==> config.mk <==
export PLATFORM = sky130hd
export DESIGN_NAME = load_immediate_sequence_expander_top
export DESIGN_NICKNAME = d
export VERILOG_FILES = /design/src/sv/lise_pkg.sv /design/src/sv/lise_front.sv /design/src/sv/lise_queue.sv /design/src/sv/lise_back.sv /design/src/sv/load_immediate_sequence_expander_top.sv
export SDC_FILE = /design/constraint.sdc
export NUM_CORES = 1
export LEC_CHECK = 0
export ABC_CLOCK_PERIOD_IN_PS = 8700
export BUFFER_PORTS_ARGS = -buffer_cell sky130_fd_sc_hd__buf_2
export CORE_MARGIN = 10
export CORE_UTILIZATION = 50
export CTS_CLUSTER_DIAMETER = 150
export DETAILED_ROUTE_END_ITERATION = 10
export PLACE_DENSITY = 0.68
export SYNTH_ARGS = -nofsm -noshare
export SYNTH_HDL_FRONTEND = slang
export SYNTH_SLANG_ARGS = --single-unit
==> constraint.sdc <==
create_clock -name clk -period 8.7 [get_ports clk]
set_clock_uncertainty 0.1 [all_clocks]
set_input_delay 0.87 -clock clk [delete_from_list [all_inputs] [get_ports clk]]
set_output_delay 0.87 -clock clk [all_outputs]
set_load 0.02 [all_outputs]
==> src/sv/lise_pkg.sv <==
// ----------------------------------------------------------------------------
// lise_pkg: shared types and constants of the load-immediate sequence expander
// Holds the instruction kinds, the sequencer phases and the job descriptor that
// travels from the classifying front through the queue to the back sequencer.
// ----------------------------------------------------------------------------
package lise_pkg;

  // Port and field widths
  localparam int unsigned IN_DATA_W  = 80;
  localparam int unsigned IN_USER_W  = 1;
  localparam int unsigned OUT_DATA_W = 40;
  localparam int unsigned OUT_USER_W = 3;
  localparam int unsigned VAL_W      = 64;
  localparam int unsigned REG_W      = 5;
  localparam int unsigned IMM_W      = 21;

  // Job queue depth (power of two, pointers wrap by truncation)
  localparam int unsigned QDEPTH = 2;
  localparam int unsigned QAW    = $clog2(QDEPTH);

  // Hard-wired zero register
  localparam logic [REG_W-1:0] REG_X0 = '0;

  // Emitted instruction kinds
  typedef enum logic [2:0] {
    OP_LUI  = 3'd0,
    OP_ADDI = 3'd1,
    OP_ORI  = 3'd2,
    OP_SLLI = 3'd3,
    OP_SRLI = 3'd4,
    OP_ADD  = 3'd5
  } op_t;

  // Sequencer phases, in emission order
  localparam int unsigned PH_N = 10;
  localparam int unsigned PH_W = 4;

  typedef enum logic [PH_W-1:0] {
    PH_G1_LUI = 4'd0,  // lui of the first group
    PH_G1_OP2 = 4'd1,  // addi/ori of the first group
    PH_ZX_SLL = 4'd2,  // zero-extend lower half: shift up
    PH_ZX_SRL = 4'd3,  // zero-extend lower half: shift down
    PH_G2_LUI = 4'd4,  // lui of the upper half
    PH_G2_OP2 = 4'd5,  // addi/ori of the upper half
    PH_SLL32  = 4'd6,  // move upper half into place
    PH_ADD    = 4'd7,  // combine halves
    PH_CH_SLL = 4'd8,  // chunk path: shift
    PH_CH_ORI = 4'd9   // chunk path: or in chunk
  } ph_t;

  // Job descriptor produced by the front
  typedef struct packed {
    logic [REG_W-1:0]        rd;
    logic [REG_W-1:0]        r2;
    logic                    g1_lui;
    logic signed [IMM_W-1:0] g1_lui_imm;
    logic                    g1_op2;
    op_t                     g1_op2_kind;
    logic [REG_W-1:0]        g1_op2_rs1;
    logic signed [IMM_W-1:0] g1_op2_imm;
    logic                    zext;
    logic                    g2_lui;
    logic signed [IMM_W-1:0] g2_lui_imm;
    logic                    g2_op2;
    op_t                     g2_op2_kind;
    logic [REG_W-1:0]        g2_op2_rs1;
    logic signed [IMM_W-1:0] g2_op2_imm;
    logic                    sll;
    logic                    add;
    logic                    chunk;
    logic [31:0]             low;
  } job_t;

endpackage

==> src/sv/lise_front.sv <==
// ----------------------------------------------------------------------------
// lise_front: input side of the expander
// Accepts one immediate per transfer, picks the load path and works out every
// fixed instruction of the sequence, then hands a job descriptor to the queue.
// ----------------------------------------------------------------------------
module lise_front
  import lise_pkg::*;
(
  input  logic                 s_tvalid,
  output logic                 s_tready,
  input  logic [IN_DATA_W-1:0] s_tdata,   // immediate[63:0], dest_reg[68:64], scratch_reg[73:69]
  input  logic [IN_USER_W-1:0] s_tuser,   // scratch_free[0]
  output logic                 push_valid,
  input  logic                 push_ready,
  output job_t                 push_job
);

  logic [VAL_W-1:0] value;
  logic [REG_W-1:0] rd;
  logic [REG_W-1:0] sreg;
  logic             sfree;
  logic [VAL_W-1:0] t;
  logic             fits;
  logic [31:0]      up;
  logic [31:0]      low;
  logic             up_zero;
  logic             low_zero;
  logic             short_hi_nz;
  logic             low_hi_nz;
  logic             sim_neg;
  logic             no_temp;
  logic             up_nz;
  logic [33:0]      sum_a;
  logic [33:0]      sum_b;
  logic [33:0]      sum_u;
  logic [11:0]      lo_u;
  logic [REG_W-1:0] r2;
  job_t             job;

  // Pass transfers straight into the queue
  assign s_tready   = push_ready;
  assign push_valid = s_tvalid;
  assign push_job   = job;

  // Field split and the shared adders
  always_comb begin
    value = s_tdata[63:0];
    rd    = s_tdata[68:64];
    sreg  = s_tdata[73:69];
    sfree = s_tuser[0];
    t     = value + 64'h800;
    fits  = (t[63:31] == '0) || (t[63:31] == '1);
    up    = value[63:32];
    low   = value[31:0];
    up_zero  = (up == '0);
    low_zero = (low == '0);
    short_hi_nz = |t[31:12];
    low_hi_nz   = |low[31:11];
    // Sign of the rebuilt lower half after lui/addi
    sim_neg = t[31] | ((t[31:12] == '0) & value[11]);
    no_temp = !up_zero && !low_zero && !sfree;
    // Upper half as is, or plus one to compensate a negative lower half
    sum_a = {{2{up[31]}}, up} + 34'h800;
    sum_b = {2'b00, up} + 34'h801;
  end

  // Classify and fill the job descriptor
  always_comb begin
    job   = '0;
    up_nz = 1'b0;
    sum_u = sum_a;
    lo_u  = '0;
    r2    = rd;
    job.rd  = rd;
    job.low = low;
    if (fits) begin
      // Value fits in 32 bits after rounding
      job.g1_lui      = short_hi_nz;
      job.g1_lui_imm  = {t[31], t[31:12]};
      job.g1_op2      = !short_hi_nz || (|value[11:0]);
      job.g1_op2_kind = OP_ADDI;
      job.g1_op2_rs1  = short_hi_nz ? rd : REG_X0;
      job.g1_op2_imm  = {{(IMM_W-12){value[11]}}, value[11:0]};
    end else begin
      if (no_temp) begin
        // Upper half in dest_reg, lower half shifted in by chunks
        up_nz     = 1'b1;
        sum_u     = sum_a;
        r2        = rd;
        job.chunk = 1'b1;
      end else begin
        // Lower half first, into dest_reg
        if (!low_zero) begin
          job.g1_lui      = low_hi_nz;
          job.g1_lui_imm  = {1'b0, t[31:12]};
          job.g1_op2      = !low_hi_nz || (|value[11:0]);
          job.g1_op2_kind = low_hi_nz ? OP_ADDI : OP_ORI;
          job.g1_op2_rs1  = low_hi_nz ? rd : REG_X0;
          job.g1_op2_imm  = {{(IMM_W-12){1'b0}}, value[11:0]};
        end
        job.zext = sim_neg & up_zero;
        sum_u    = sim_neg ? sum_b : sum_a;
        up_nz    = sim_neg ? (up != '1) : !up_zero;
        up_nz    = up_nz && !job.zext;
        r2       = low_zero ? rd : sreg;
        job.sll  = up_nz;
        job.add  = up_nz && !low_zero;
      end
      // Upper half build
      lo_u            = sum_u[11:0] ^ 12'h800;
      job.r2          = r2;
      job.g2_lui      = up_nz && (|sum_u[33:12]);
      job.g2_lui_imm  = {1'b0, sum_u[31:12]};
      job.g2_op2      = up_nz && (!(|sum_u[33:12]) || (|lo_u));
      job.g2_op2_kind = (|sum_u[33:12]) ? OP_ADDI : OP_ORI;
      job.g2_op2_rs1  = (|sum_u[33:12]) ? r2 : REG_X0;
      job.g2_op2_imm  = {{(IMM_W-12){1'b0}}, lo_u};
    end
  end

endmodule

==> src/sv/lise_queue.sv <==
// ----------------------------------------------------------------------------
// lise_queue: short job queue
// Two-entry first-in first-out store between front and back so either side
// can stall on its own.
// ----------------------------------------------------------------------------
module lise_queue
  import lise_pkg::*;
(
  input  logic clk,
  input  logic rst,
  input  logic push_valid,
  output logic push_ready,
  input  job_t push_job,
  output logic pop_valid,
  input  logic pop,
  output job_t pop_job
);

  job_t           mem [QDEPTH];
  logic [QAW-1:0] wptr;
  logic [QAW-1:0] rptr;
  logic [QAW:0]   count;
  logic           do_push;
  logic           do_pop;

  assign push_ready = (count != (QAW+1)'(QDEPTH));
  assign pop_valid  = (count != '0);
  assign pop_job    = mem[rptr];
  assign do_push    = push_valid && push_ready;
  assign do_pop     = pop && pop_valid;

  // Advance pointers and occupancy
  always_ff @(posedge clk) begin
    if (rst) begin
      wptr  <= '0;
      rptr  <= '0;
      count <= '0;
    end else begin
      if (do_push) begin
        wptr <= wptr + 1'b1;
      end
      if (do_pop) begin
        rptr <= rptr + 1'b1;
      end
      count <= count + (QAW+1)'(do_push) - (QAW+1)'(do_pop);
    end
  end

  // Store entries
  always_ff @(posedge clk) begin
    if (do_push) begin
      mem[wptr] <= push_job;
    end
  end

endmodule

==> src/sv/lise_back.sv <==
// ----------------------------------------------------------------------------
// lise_back: instruction sequencer
// Walks the enabled phases of the job at the queue head, one instruction per
// cycle while the output register can take it, runs the chunk search of the
// no-scratch path and drives the output register.
// ----------------------------------------------------------------------------
module lise_back
  import lise_pkg::*;
(
  input  logic                  clk,
  input  logic                  rst,
  input  logic                  job_valid,
  input  job_t                  job,
  output logic                  pop,
  output logic                  m_tvalid,
  input  logic                  m_tready,
  output logic [OUT_DATA_W-1:0] m_tdata,   // rd_out[4:0], rs1_out[9:5], rs2_out[14:10], imm_out[35:15]
  output logic [OUT_USER_W-1:0] m_tuser,   // op_kind[2:0]
  output logic                  m_tlast    // last
);

  // Count leading zeros of a 32-bit word, 32 when it is zero
  function automatic logic [5:0] lead_zeros(input logic [31:0] v);
    logic [5:0] n;
    n = 6'd32;
    for (int i = 0; i < 32; i++) begin
      if (v[i]) begin
        n = 6'(31 - i);
      end
    end
    return n;
  endfunction

  logic                    started;
  ph_t                     phase;
  logic [31:0]             rem;
  logic [4:0]              start;
  logic [10:0]             part;
  logic                    ch_last;

  logic [PH_N-1:0]         en;
  logic [PH_W-1:0]         first_idx;
  logic [PH_W-1:0]         nxt_idx;
  logic                    nxt_found;
  ph_t                     cur;
  ph_t                     ph_next;
  logic                    emit;
  logic                    is_last;

  logic [5:0]              lz;
  logic                    rem_zero;
  logic                    short_run;
  logic [4:0]              lz11;
  logic [31:0]             shifted;
  logic [5:0]              ch_imm;
  logic [10:0]             part_next;
  logic [31:0]             rem_next;

  op_t                     o_kind;
  logic [REG_W-1:0]        o_rd;
  logic [REG_W-1:0]        o_rs1;
  logic [REG_W-1:0]        o_rs2;
  logic signed [IMM_W-1:0] o_imm;

  assign emit = job_valid && (!m_tvalid || m_tready);
  assign pop  = emit && is_last;

  // Pick the current phase and the next enabled one
  always_comb begin
    en            = '0;
    en[PH_G1_LUI] = job.g1_lui;
    en[PH_G1_OP2] = job.g1_op2;
    en[PH_ZX_SLL] = job.zext;
    en[PH_ZX_SRL] = job.zext;
    en[PH_G2_LUI] = job.g2_lui;
    en[PH_G2_OP2] = job.g2_op2;
    en[PH_SLL32]  = job.sll;
    en[PH_ADD]    = job.add;
    en[PH_CH_SLL] = job.chunk;
    en[PH_CH_ORI] = job.chunk;
    first_idx = '0;
    for (int i = PH_N - 1; i >= 0; i--) begin
      if (en[i]) begin
        first_idx = PH_W'(i);
      end
    end
    cur = started ? phase : ph_t'(first_idx);
    nxt_idx   = '0;
    nxt_found = 1'b0;
    for (int i = PH_N - 1; i >= 0; i--) begin
      if (en[i] && (PH_W'(i) > PH_W'(cur))) begin
        nxt_idx   = PH_W'(i);
        nxt_found = 1'b1;
      end
    end
  end

  // Chunk search: next set bit of the remaining lower half
  always_comb begin
    lz        = lead_zeros(rem);
    rem_zero  = (rem == '0);
    short_run = (lz <= 6'd20);
    lz11      = lz[4:0] + 5'd11;
    shifted   = rem << lz[4:0];
    ch_imm    = short_run ? (lz - {1'b0, start} + 6'd11) : (6'd32 - {1'b0, start});
    part_next = short_run ? shifted[31:21] : rem[10:0];
    rem_next  = rem & (32'hFFFF_FFFF >> lz11);
  end

  // Decode the current phase into one instruction
  always_comb begin
    o_kind  = OP_ADD;
    o_rd    = job.rd;
    o_rs1   = job.rd;
    o_rs2   = REG_X0;
    o_imm   = '0;
    is_last = !nxt_found;
    ph_next = ph_t'(nxt_idx);
    unique case (cur)
      PH_G1_LUI: begin
        o_kind = OP_LUI;
        o_rs1  = REG_X0;
        o_imm  = job.g1_lui_imm;
      end
      PH_G1_OP2: begin
        o_kind = job.g1_op2_kind;
        o_rs1  = job.g1_op2_rs1;
        o_imm  = job.g1_op2_imm;
      end
      PH_ZX_SLL: begin
        o_kind = OP_SLLI;
        o_imm  = IMM_W'(32);
      end
      PH_ZX_SRL: begin
        o_kind = OP_SRLI;
        o_imm  = IMM_W'(32);
      end
      PH_G2_LUI: begin
        o_kind = OP_LUI;
        o_rd   = job.r2;
        o_rs1  = REG_X0;
        o_imm  = job.g2_lui_imm;
      end
      PH_G2_OP2: begin
        o_kind = job.g2_op2_kind;
        o_rd   = job.r2;
        o_rs1  = job.g2_op2_rs1;
        o_imm  = job.g2_op2_imm;
      end
      PH_SLL32: begin
        o_kind = OP_SLLI;
        o_rd   = job.r2;
        o_rs1  = job.r2;
        o_imm  = IMM_W'(32);
      end
      PH_ADD: begin
        o_kind = OP_ADD;
        o_rs2  = job.r2;
      end
      PH_CH_SLL: begin
        o_kind  = OP_SLLI;
        o_imm   = {{(IMM_W-6){1'b0}}, rem_zero ? (6'd32 - {1'b0, start}) : ch_imm};
        is_last = rem_zero;
        ph_next = PH_CH_ORI;
      end
      PH_CH_ORI: begin
        o_kind  = OP_ORI;
        o_imm   = {{(IMM_W-11){1'b0}}, part};
        is_last = ch_last;
        ph_next = PH_CH_SLL;
      end
      default: begin
        is_last = 1'b1;
      end
    endcase
  end

  // Hold sequencer control and output valid
  always_ff @(posedge clk) begin
    if (rst) begin
      started  <= 1'b0;
      phase    <= PH_G1_LUI;
      m_tvalid <= 1'b0;
    end else begin
      if (emit) begin
        m_tvalid <= 1'b1;
        started  <= !is_last;
        phase    <= ph_next;
      end else if (m_tready) begin
        m_tvalid <= 1'b0;
      end
    end
  end

  // Load the output register and the chunk state
  always_ff @(posedge clk) begin
    if (emit) begin
      m_tdata <= {{(OUT_DATA_W-IMM_W-3*REG_W){1'b0}}, o_imm, o_rs2, o_rs1, o_rd};
      m_tuser <= o_kind;
      m_tlast <= is_last;
      if (cur == PH_CH_SLL) begin
        part    <= part_next;
        ch_last <= !short_run;
        rem     <= rem_next;
        start   <= lz11;
      end else if (cur != PH_CH_ORI) begin
        rem   <= job.low;
        start <= '0;
      end
    end
  end

endmodule

==> src/sv/load_immediate_sequence_expander_top.sv <==
// ----------------------------------------------------------------------------
// load_immediate_sequence_expander_top: 64-bit load-immediate expander
// Turns each immediate into its lui/addi/ori/slli/srli/add sequence, one
// instruction per output transfer, with tlast on the final instruction.
//
//   channel | dir | tdata (low bit up)                          | tuser        | tlast
//   s_      | in  | immediate, dest_reg, scratch_reg (80 bits)  | scratch_free | -
//   m_      | out | rd_out, rs1_out, rs2_out, imm_out (40 bits) | op_kind      | last
//
// The back sequencer issues one instruction per cycle while a job waits in the
// queue and the output register is empty or m_tready is high.
// The front takes a new item each cycle while the two-entry job queue has room.
// Reset (rst, synchronous) empties the queue, idles the sequencer and drops m_tvalid.
// With m_tready low the output register holds; the queue fills, then s_tready falls.
// ----------------------------------------------------------------------------
module load_immediate_sequence_expander_top
  import lise_pkg::*;
(
  input  logic                  clk,
  input  logic                  rst,
  input  logic                  s_tvalid,
  output logic                  s_tready,
  input  logic [IN_DATA_W-1:0]  s_tdata,   // immediate[63:0], dest_reg[68:64], scratch_reg[73:69]
  input  logic [IN_USER_W-1:0]  s_tuser,   // scratch_free[0]
  output logic                  m_tvalid,
  input  logic                  m_tready,
  output logic [OUT_DATA_W-1:0] m_tdata,   // rd_out[4:0], rs1_out[9:5], rs2_out[14:10], imm_out[35:15]
  output logic [OUT_USER_W-1:0] m_tuser,   // op_kind[2:0]
  output logic                  m_tlast    // last
);

  logic push_valid;
  logic push_ready;
  job_t push_job;
  logic job_valid;
  job_t job;
  logic pop;

  // Classify incoming immediates
  lise_front u_front (
    .s_tvalid   (s_tvalid),
    .s_tready   (s_tready),
    .s_tdata    (s_tdata),
    .s_tuser    (s_tuser),
    .push_valid (push_valid),
    .push_ready (push_ready),
    .push_job   (push_job)
  );

  // Decouple front from back
  lise_queue u_queue (
    .clk        (clk),
    .rst        (rst),
    .push_valid (push_valid),
    .push_ready (push_ready),
    .push_job   (push_job),
    .pop_valid  (job_valid),
    .pop        (pop),
    .pop_job    (job)
  );

  // Issue instructions
  lise_back u_back (
    .clk       (clk),
    .rst       (rst),
    .job_valid (job_valid),
    .job       (job),
    .pop       (pop),
    .m_tvalid  (m_tvalid),
    .m_tready  (m_tready),
    .m_tdata   (m_tdata),
    .m_tuser   (m_tuser),
    .m_tlast   (m_tlast)
  );

endmodule

# ---- Word level (Yosys, flattened, before mapping)
# Memory sizes are Yosys's and may differ from the RTL's. A register that Yosys moved wholly into a read port is not among the register bits.
# Cells that the tools add are included.
dict set report totals {
  ff_bits 99
  ram_bits 300
  in_bits 85
  word_cells 214
  n_memories 1
}
# name depth word_bits read_ports rd_ports_with_merged_regs write_ports line_no
set mem_list {}
lappend mem_list {u_queue.mem 2 150 1 1 1 lise_queue.sv:19} ;# job_t mem [QDEPTH];
dict set report classes {
  add_sub_neg 11
  order_cmp 11
  n_eq_ne 13
  shifts 2
  n_mux 100
  bitwise 5
  reduce_logical 57
}
# operator n
set ops {}
lappend ops {{6-bit two-way mux} 34}
lappend ops {{21-bit one-hot mux with 7 select lines} 1}
lappend ops {{52-bit two-way mux} 2}
lappend ops {{34-bit two-way mux} 3}
lappend ops {{32-bit logical NOT} 3}
lappend ops {{4-bit two-way mux} 19}
lappend ops {{64-bit by 12-bit adder with 64-bit output, second input constant} 1}
lappend ops {{32-bit two-way mux} 2}
lappend ops {{56-bit two-way mux} 1}
lappend ops {{53-bit two-way mux} 1}
lappend ops {{5-bit two-way mux} 9}
lappend ops {{32-bit by 12-bit adder with 33-bit output, second input constant} 1}
lappend ops {{32-bit by 13-bit adder with 33-bit output, second input constant} 1}
lappend ops {{33-bit == test, second input constant} 1}
lappend ops {{33-bit logical NOT} 1}
lappend ops {{32-bit bitwise AND} 1}
lappend ops {{32-bit inequality test, second input constant} 1}
lappend ops {{32-bit by 5-bit left shift with 32-bit output} 1}
lappend ops {{32-bit by 5-bit >> shifter with 32-bit output, first input constant} 1}
lappend ops {{12-bit OR reduction} 2}
lappend ops {{22-bit OR reduction} 1}
lappend ops {{21-bit OR reduction} 1}
lappend ops {{1-bit logical AND} 20}
lappend ops {{20-bit logical NOT} 1}
lappend ops {{other kinds (37)} 90}

# ---- Longest topological paths before layout
dict set report depth {
  ltp_word 37
  ltp_mapped 19
  ltp_nobuf 17
}

# ---- Cells and area by module
# Synthesis repeated with hierarchy kept, for this count alone.
dict set report unflattened {
  cells_unflattened 2029
  hier_area_um2 23224.8
}
# mod instances cells_per_inst area_each_um2 seq_area_each_um2
set modules_own_cells {}
lappend modules_own_cells {lise_queue 1 496 11493.5 9108.7}
lappend modules_own_cells {lise_back 1 818 7378.3 2792.7}
lappend modules_own_cells {lise_front 1 715 4352.9 0.0}

# ---- Worst setup path before layout
# Ideal clock, no wire load.
dict set report synth_timing {
  path_type {input to register}
  start {in s_tvalid}
  end {mem u_queue.mem[0][0] (netlist name) (enable)}
  setup_ps 621
  arrival_ps 6364
  required_time_ps 7979
  slack_ps 1615
  stages 2
  n_path_buf 0
  cell_sequence {nand2_1 -> nor2_1}
}
dict set report synth_via {
  elab_chain_cells 3
}
# element line_no
set synth_lines {}
lappend synth_lines {{start: declaration} load_immediate_sequence_expander_top.sv:21} ;# input logic s_tvalid,
lappend synth_lines {{1-bit logical AND} lise_queue.sv:29} ;# assign do_push = push_valid && push_ready;
lappend synth_lines {{1-bit two-way mux} lise_queue.sv:51} ;# if (do_push) begin
lappend synth_lines {{1-bit two-way mux (not written as such)} lise_queue.sv:52} ;# mem[wptr] <= push_job;
lappend synth_lines {{end: declaration} lise_queue.sv:19}
# No other way between the ends.

==> results.yml <==
logic_synthesis:
  synth_cell_types: 85
  synth_edf_count: 349
  syn_avg_cell_area_um2: 11.31
  synth.area.top_cells: "edfxtp_1 53%, mux2i_1 10%, nor2_1 3.6%"
  muxShareOfSynthArea_pct: 11.30
  yosys.area.top_type: "edfxtp_1"
  synth-simple-area-share_pct: 15.22
  synthesis.area_mm2: 0.01982
  synth_warnings: 0
  synth_compound_area_share_pct: 10.45
  synth-seq-cells: 360
  synthCells: 1752
  yosys.area.top_type_share_pct: 52.89
  synthAdderAreaFrac_pct: 1.553
  synthFlopType: "edfxtp_1"
  ys_seq_area_share_pct: 54.00
  synthArstFlopShare_pct: 0
  synth_xor_area_share_pct: 4.066
  synth_top_family_by_area: "simple AND/OR/NAND/NOR gates"
drt:
  vias_per_cell: 6.073
  vias: 14350
  dr.pass1.iters: 5
  routed_wl_mm: 55.00
  drc: 0
  avgRoutedWirePerCell_um: 23.27
  drtIter0Drc: 1414
  postRouteAntennaNets: 0
grt:
  grt_pass1_wl_mm: 84.20
  first_global_vias: 14310
  grt_usage_pct: 22.58
  grt_start_max_net_pins: 75
  antenna_found_initial: 0
  grt.overflow.total: 0
timing:
  slew_violations: 0
  hold-worst-slack_ps: 397.0
  setup_violations: 0
  worst_pin_slew_ps: 1125
  fmax_mhz: 178.2
  rsz0062_at_grt: "no"
  maxSlewHeadroom_pct: 23.96
  period_minus_slack_ps: 5613
  period_share_pct: 64.51
  setup_tns_ps: 0
  finalHoldViolations: 0
cts:
  holdBufCountCts: 0
  root_buffer: "clkbuf_16"
  clock_latency_ps: 550
  postCtsSetupBuffers: 0
  cts_buffer_depth: 3
  cts_tree: "built"
  cts-buffers-inserted: 39
  htreeDepth: 2
  clk_pin_slew_ps: 60
  cts_resized: 0
  cts_sinks: 360
layout:
  num_antenna_cells: 0
  nFillCells: 3319
  regArea_mm2: 0.01070
  multi_input_area_mm2: 0.008493
  area_delta_synth_final_pct: 11.03
  final_nets: 1926
  fin_util_pct: 56.54
  drive_above_1_share_pct: 13.71
worst_hold_path:
  hold_end: "u_back.m_tvalid"
  min_from: "u_back.m_tvalid"
  hp-class: "reg2reg"
  hold_depth: 2
placed_design:
  dpl.hpwl_mm: 38.83
  io_buffers: 120
  gp_congestion: 0.8856
job:
  cap_violations: 0
floorplanning:
  ios: 131
  dieArea_mm2: 0.04800
  coreArea_mm2: 0.03892
  row_count: 72
  initial_core_util_pct: 50.92
  die_h_um: 219.1
  die_w_um: 219.1
power_and_ir_drop:
  internal-power_mw: 3.493
  power_frac_comb_pct: 21.4
  power.share.clock_pct: 32.5
  power_mw: 4.983
  switchingPower_mw: 1.490
  swShare_pct: 29.91
  peakVddDrop_mv: 0.1971
  p_seq_share_pct: 46.1
  p_per_area_mw_per_mm2: 226.5
  p_leak_nw: 7.395
critical_path:
  r2r_slack_ps: 3970
  critPathRequiredTime_ps: 8840
  arrival_ps: 5750
  startpoint_type: "input port"
  r2r-start: "u_back.rem[5]"
  worstPathMaxFanout: 13
  critPathCaptureType: "register"
  reg2regPathDepth: 16
  r2r_end: "u_back.m_tdata[19]"
  worstSetupPathType: "in2reg"
run_status:
  status: "finished, final reports clean"
## synthesized netlist by cell type (all sizes together), types with 5 or more instances
cell type	count
o21a	6
and3	14
nand2	101
o22a	13
or4	11
o221ai	12
o21bai	6
nand3	54
nor3b	6
nor3	55
o21ai	63
o211ai	16
nor4	30
o31a	9
nand4	32
mux2i	203
a21o	7
inv	39
nor2	191
and2	23
a311oi	5
o31ai	6
edfxtp	349
or3	16
a22oi	7
nor2b	24
a31oi	5
o2111ai	7
xor2	44
clkbuf	77
and4	6
nand2b	13
xnor2	48
buf	44
a211o	8
dfxtp	11
ha	23
a211oi	14
mux2	14
o22ai	21
a21oi	67
o311ai	7
or2	9
## how the worst max path moves through the flow
stage,start,endpoint,slack [ps]
after CTS,s_tdata[11],u_queue.mem[1][59],3000
final,s_tdata[11],u_queue.mem[0][56],3090
after global placement,s_tdata[11],u_queue.mem[0][60],2580
after global routing,s_tdata[11],u_queue.mem[0][56],2730
after detailed placement,s_tdata[11],u_queue.mem[1][59],2440
after floorplan,s_tvalid,u_queue.mem[0][0],1620
## registers in the layout, summed over array words and instances, names as in the netlist, named ones only
| name | cells |
|---|---|
| u_back.ch_last | 1 |
| u_back.m_tlast | 1 |
| u_back.phase | 4 |
| u_back.started | 1 |
| u_back.m_tvalid | 1 |
| u_back.start | 5 |
| u_queue.mem | 260 |
| u_back.m_tuser | 3 |
| u_back.rem | 32 |
| u_back.part | 11 |
| u_queue.wptr | 1 |
| u_queue.count | 2 |
| u_back.m_tdata | 36 |
| u_queue.rptr | 1 |
## area by class of cell
cell class	count	share of cell area, %
clock buffers	50	4.817
well taps	518	2.946
inverters	40	0.6824
multi-input cells	1234	38.60
repair buffers	142	3.480
clock inverters	19	0.8246
flip-flops and latches	360	48.65
## per-stage QoR
stage | worst slack [ps] | instances | instance area, um^2
after floorplan | 1615 | 1755 | 19830
after global placement | 2584 | 2294 | 20760
after detailed placement | 2439 | 2294 | 20760
after CTS | 3005 | 2363 | 22000
after global routing | 2735 | 2363 | 22000
final | 3087 | 2363 | 22000
## layout by cell type (no fill, tap or decap), drive strengths merged, types with 12 or more instances in the layout
cell type / n
clkinv: 15
o22a: 13
xor2: 44
a21oi: 67
nand4: 32
nor2: 191
mux2: 14
and2: 23
edfxtp: 349
a211oi: 14
nor2b: 24
mux2i: 203
buf: 142
nor3: 55
nand2b: 13
clkbuf: 50
o211ai: 16
o22ai: 21
xnor2: 48
and3: 14
inv: 40
nand3: 54
o221ai: 12
nand2: 101
o21ai: 63
or3: 16
ha: 23
nor4: 30
## power groups by stage
stage               combinational [mW]  clock (mW)  sequential, mW
floorplan                        0.668           0            2.37
global placement                  1.05           0            2.32
detailed placement                1.06           0            2.33
CTS                               1.07        1.65            2.30
global route                      1.17        1.72            2.32
finish                            1.07        1.62            2.30
## cell families after synthesis
group	Yosys count
compound gates	304
xor+xnor	92
flops	360
simple gates	591
fa+ha+maj	24
other cells	1
mux	219
buf+inv	161
## critical path, stage by stage
cell and delay, ps:
buf_2 230, ha_1 330, nand4_1 280, nor4_1 360
xnor2_1 180, nor4bb_1 630, nand4_2 330, a21oi_2 580
mux2_2 400, or4_1 420, nor4bb_2 970, nor3_1 160
## per-layer routing
metal | track usage, % | routed length (um) | vias to the layer above
li1 | - | - | 6729
met1 | 30.98 | 24160 | 7044
met2 | 35.32 | 25720 | 499
met3 | 4.278 | 3543 | 78
met4 | 7.722 | 1572 | 0
met5 | 0 | 0 | -
Power figures use the tool's default switching activity.
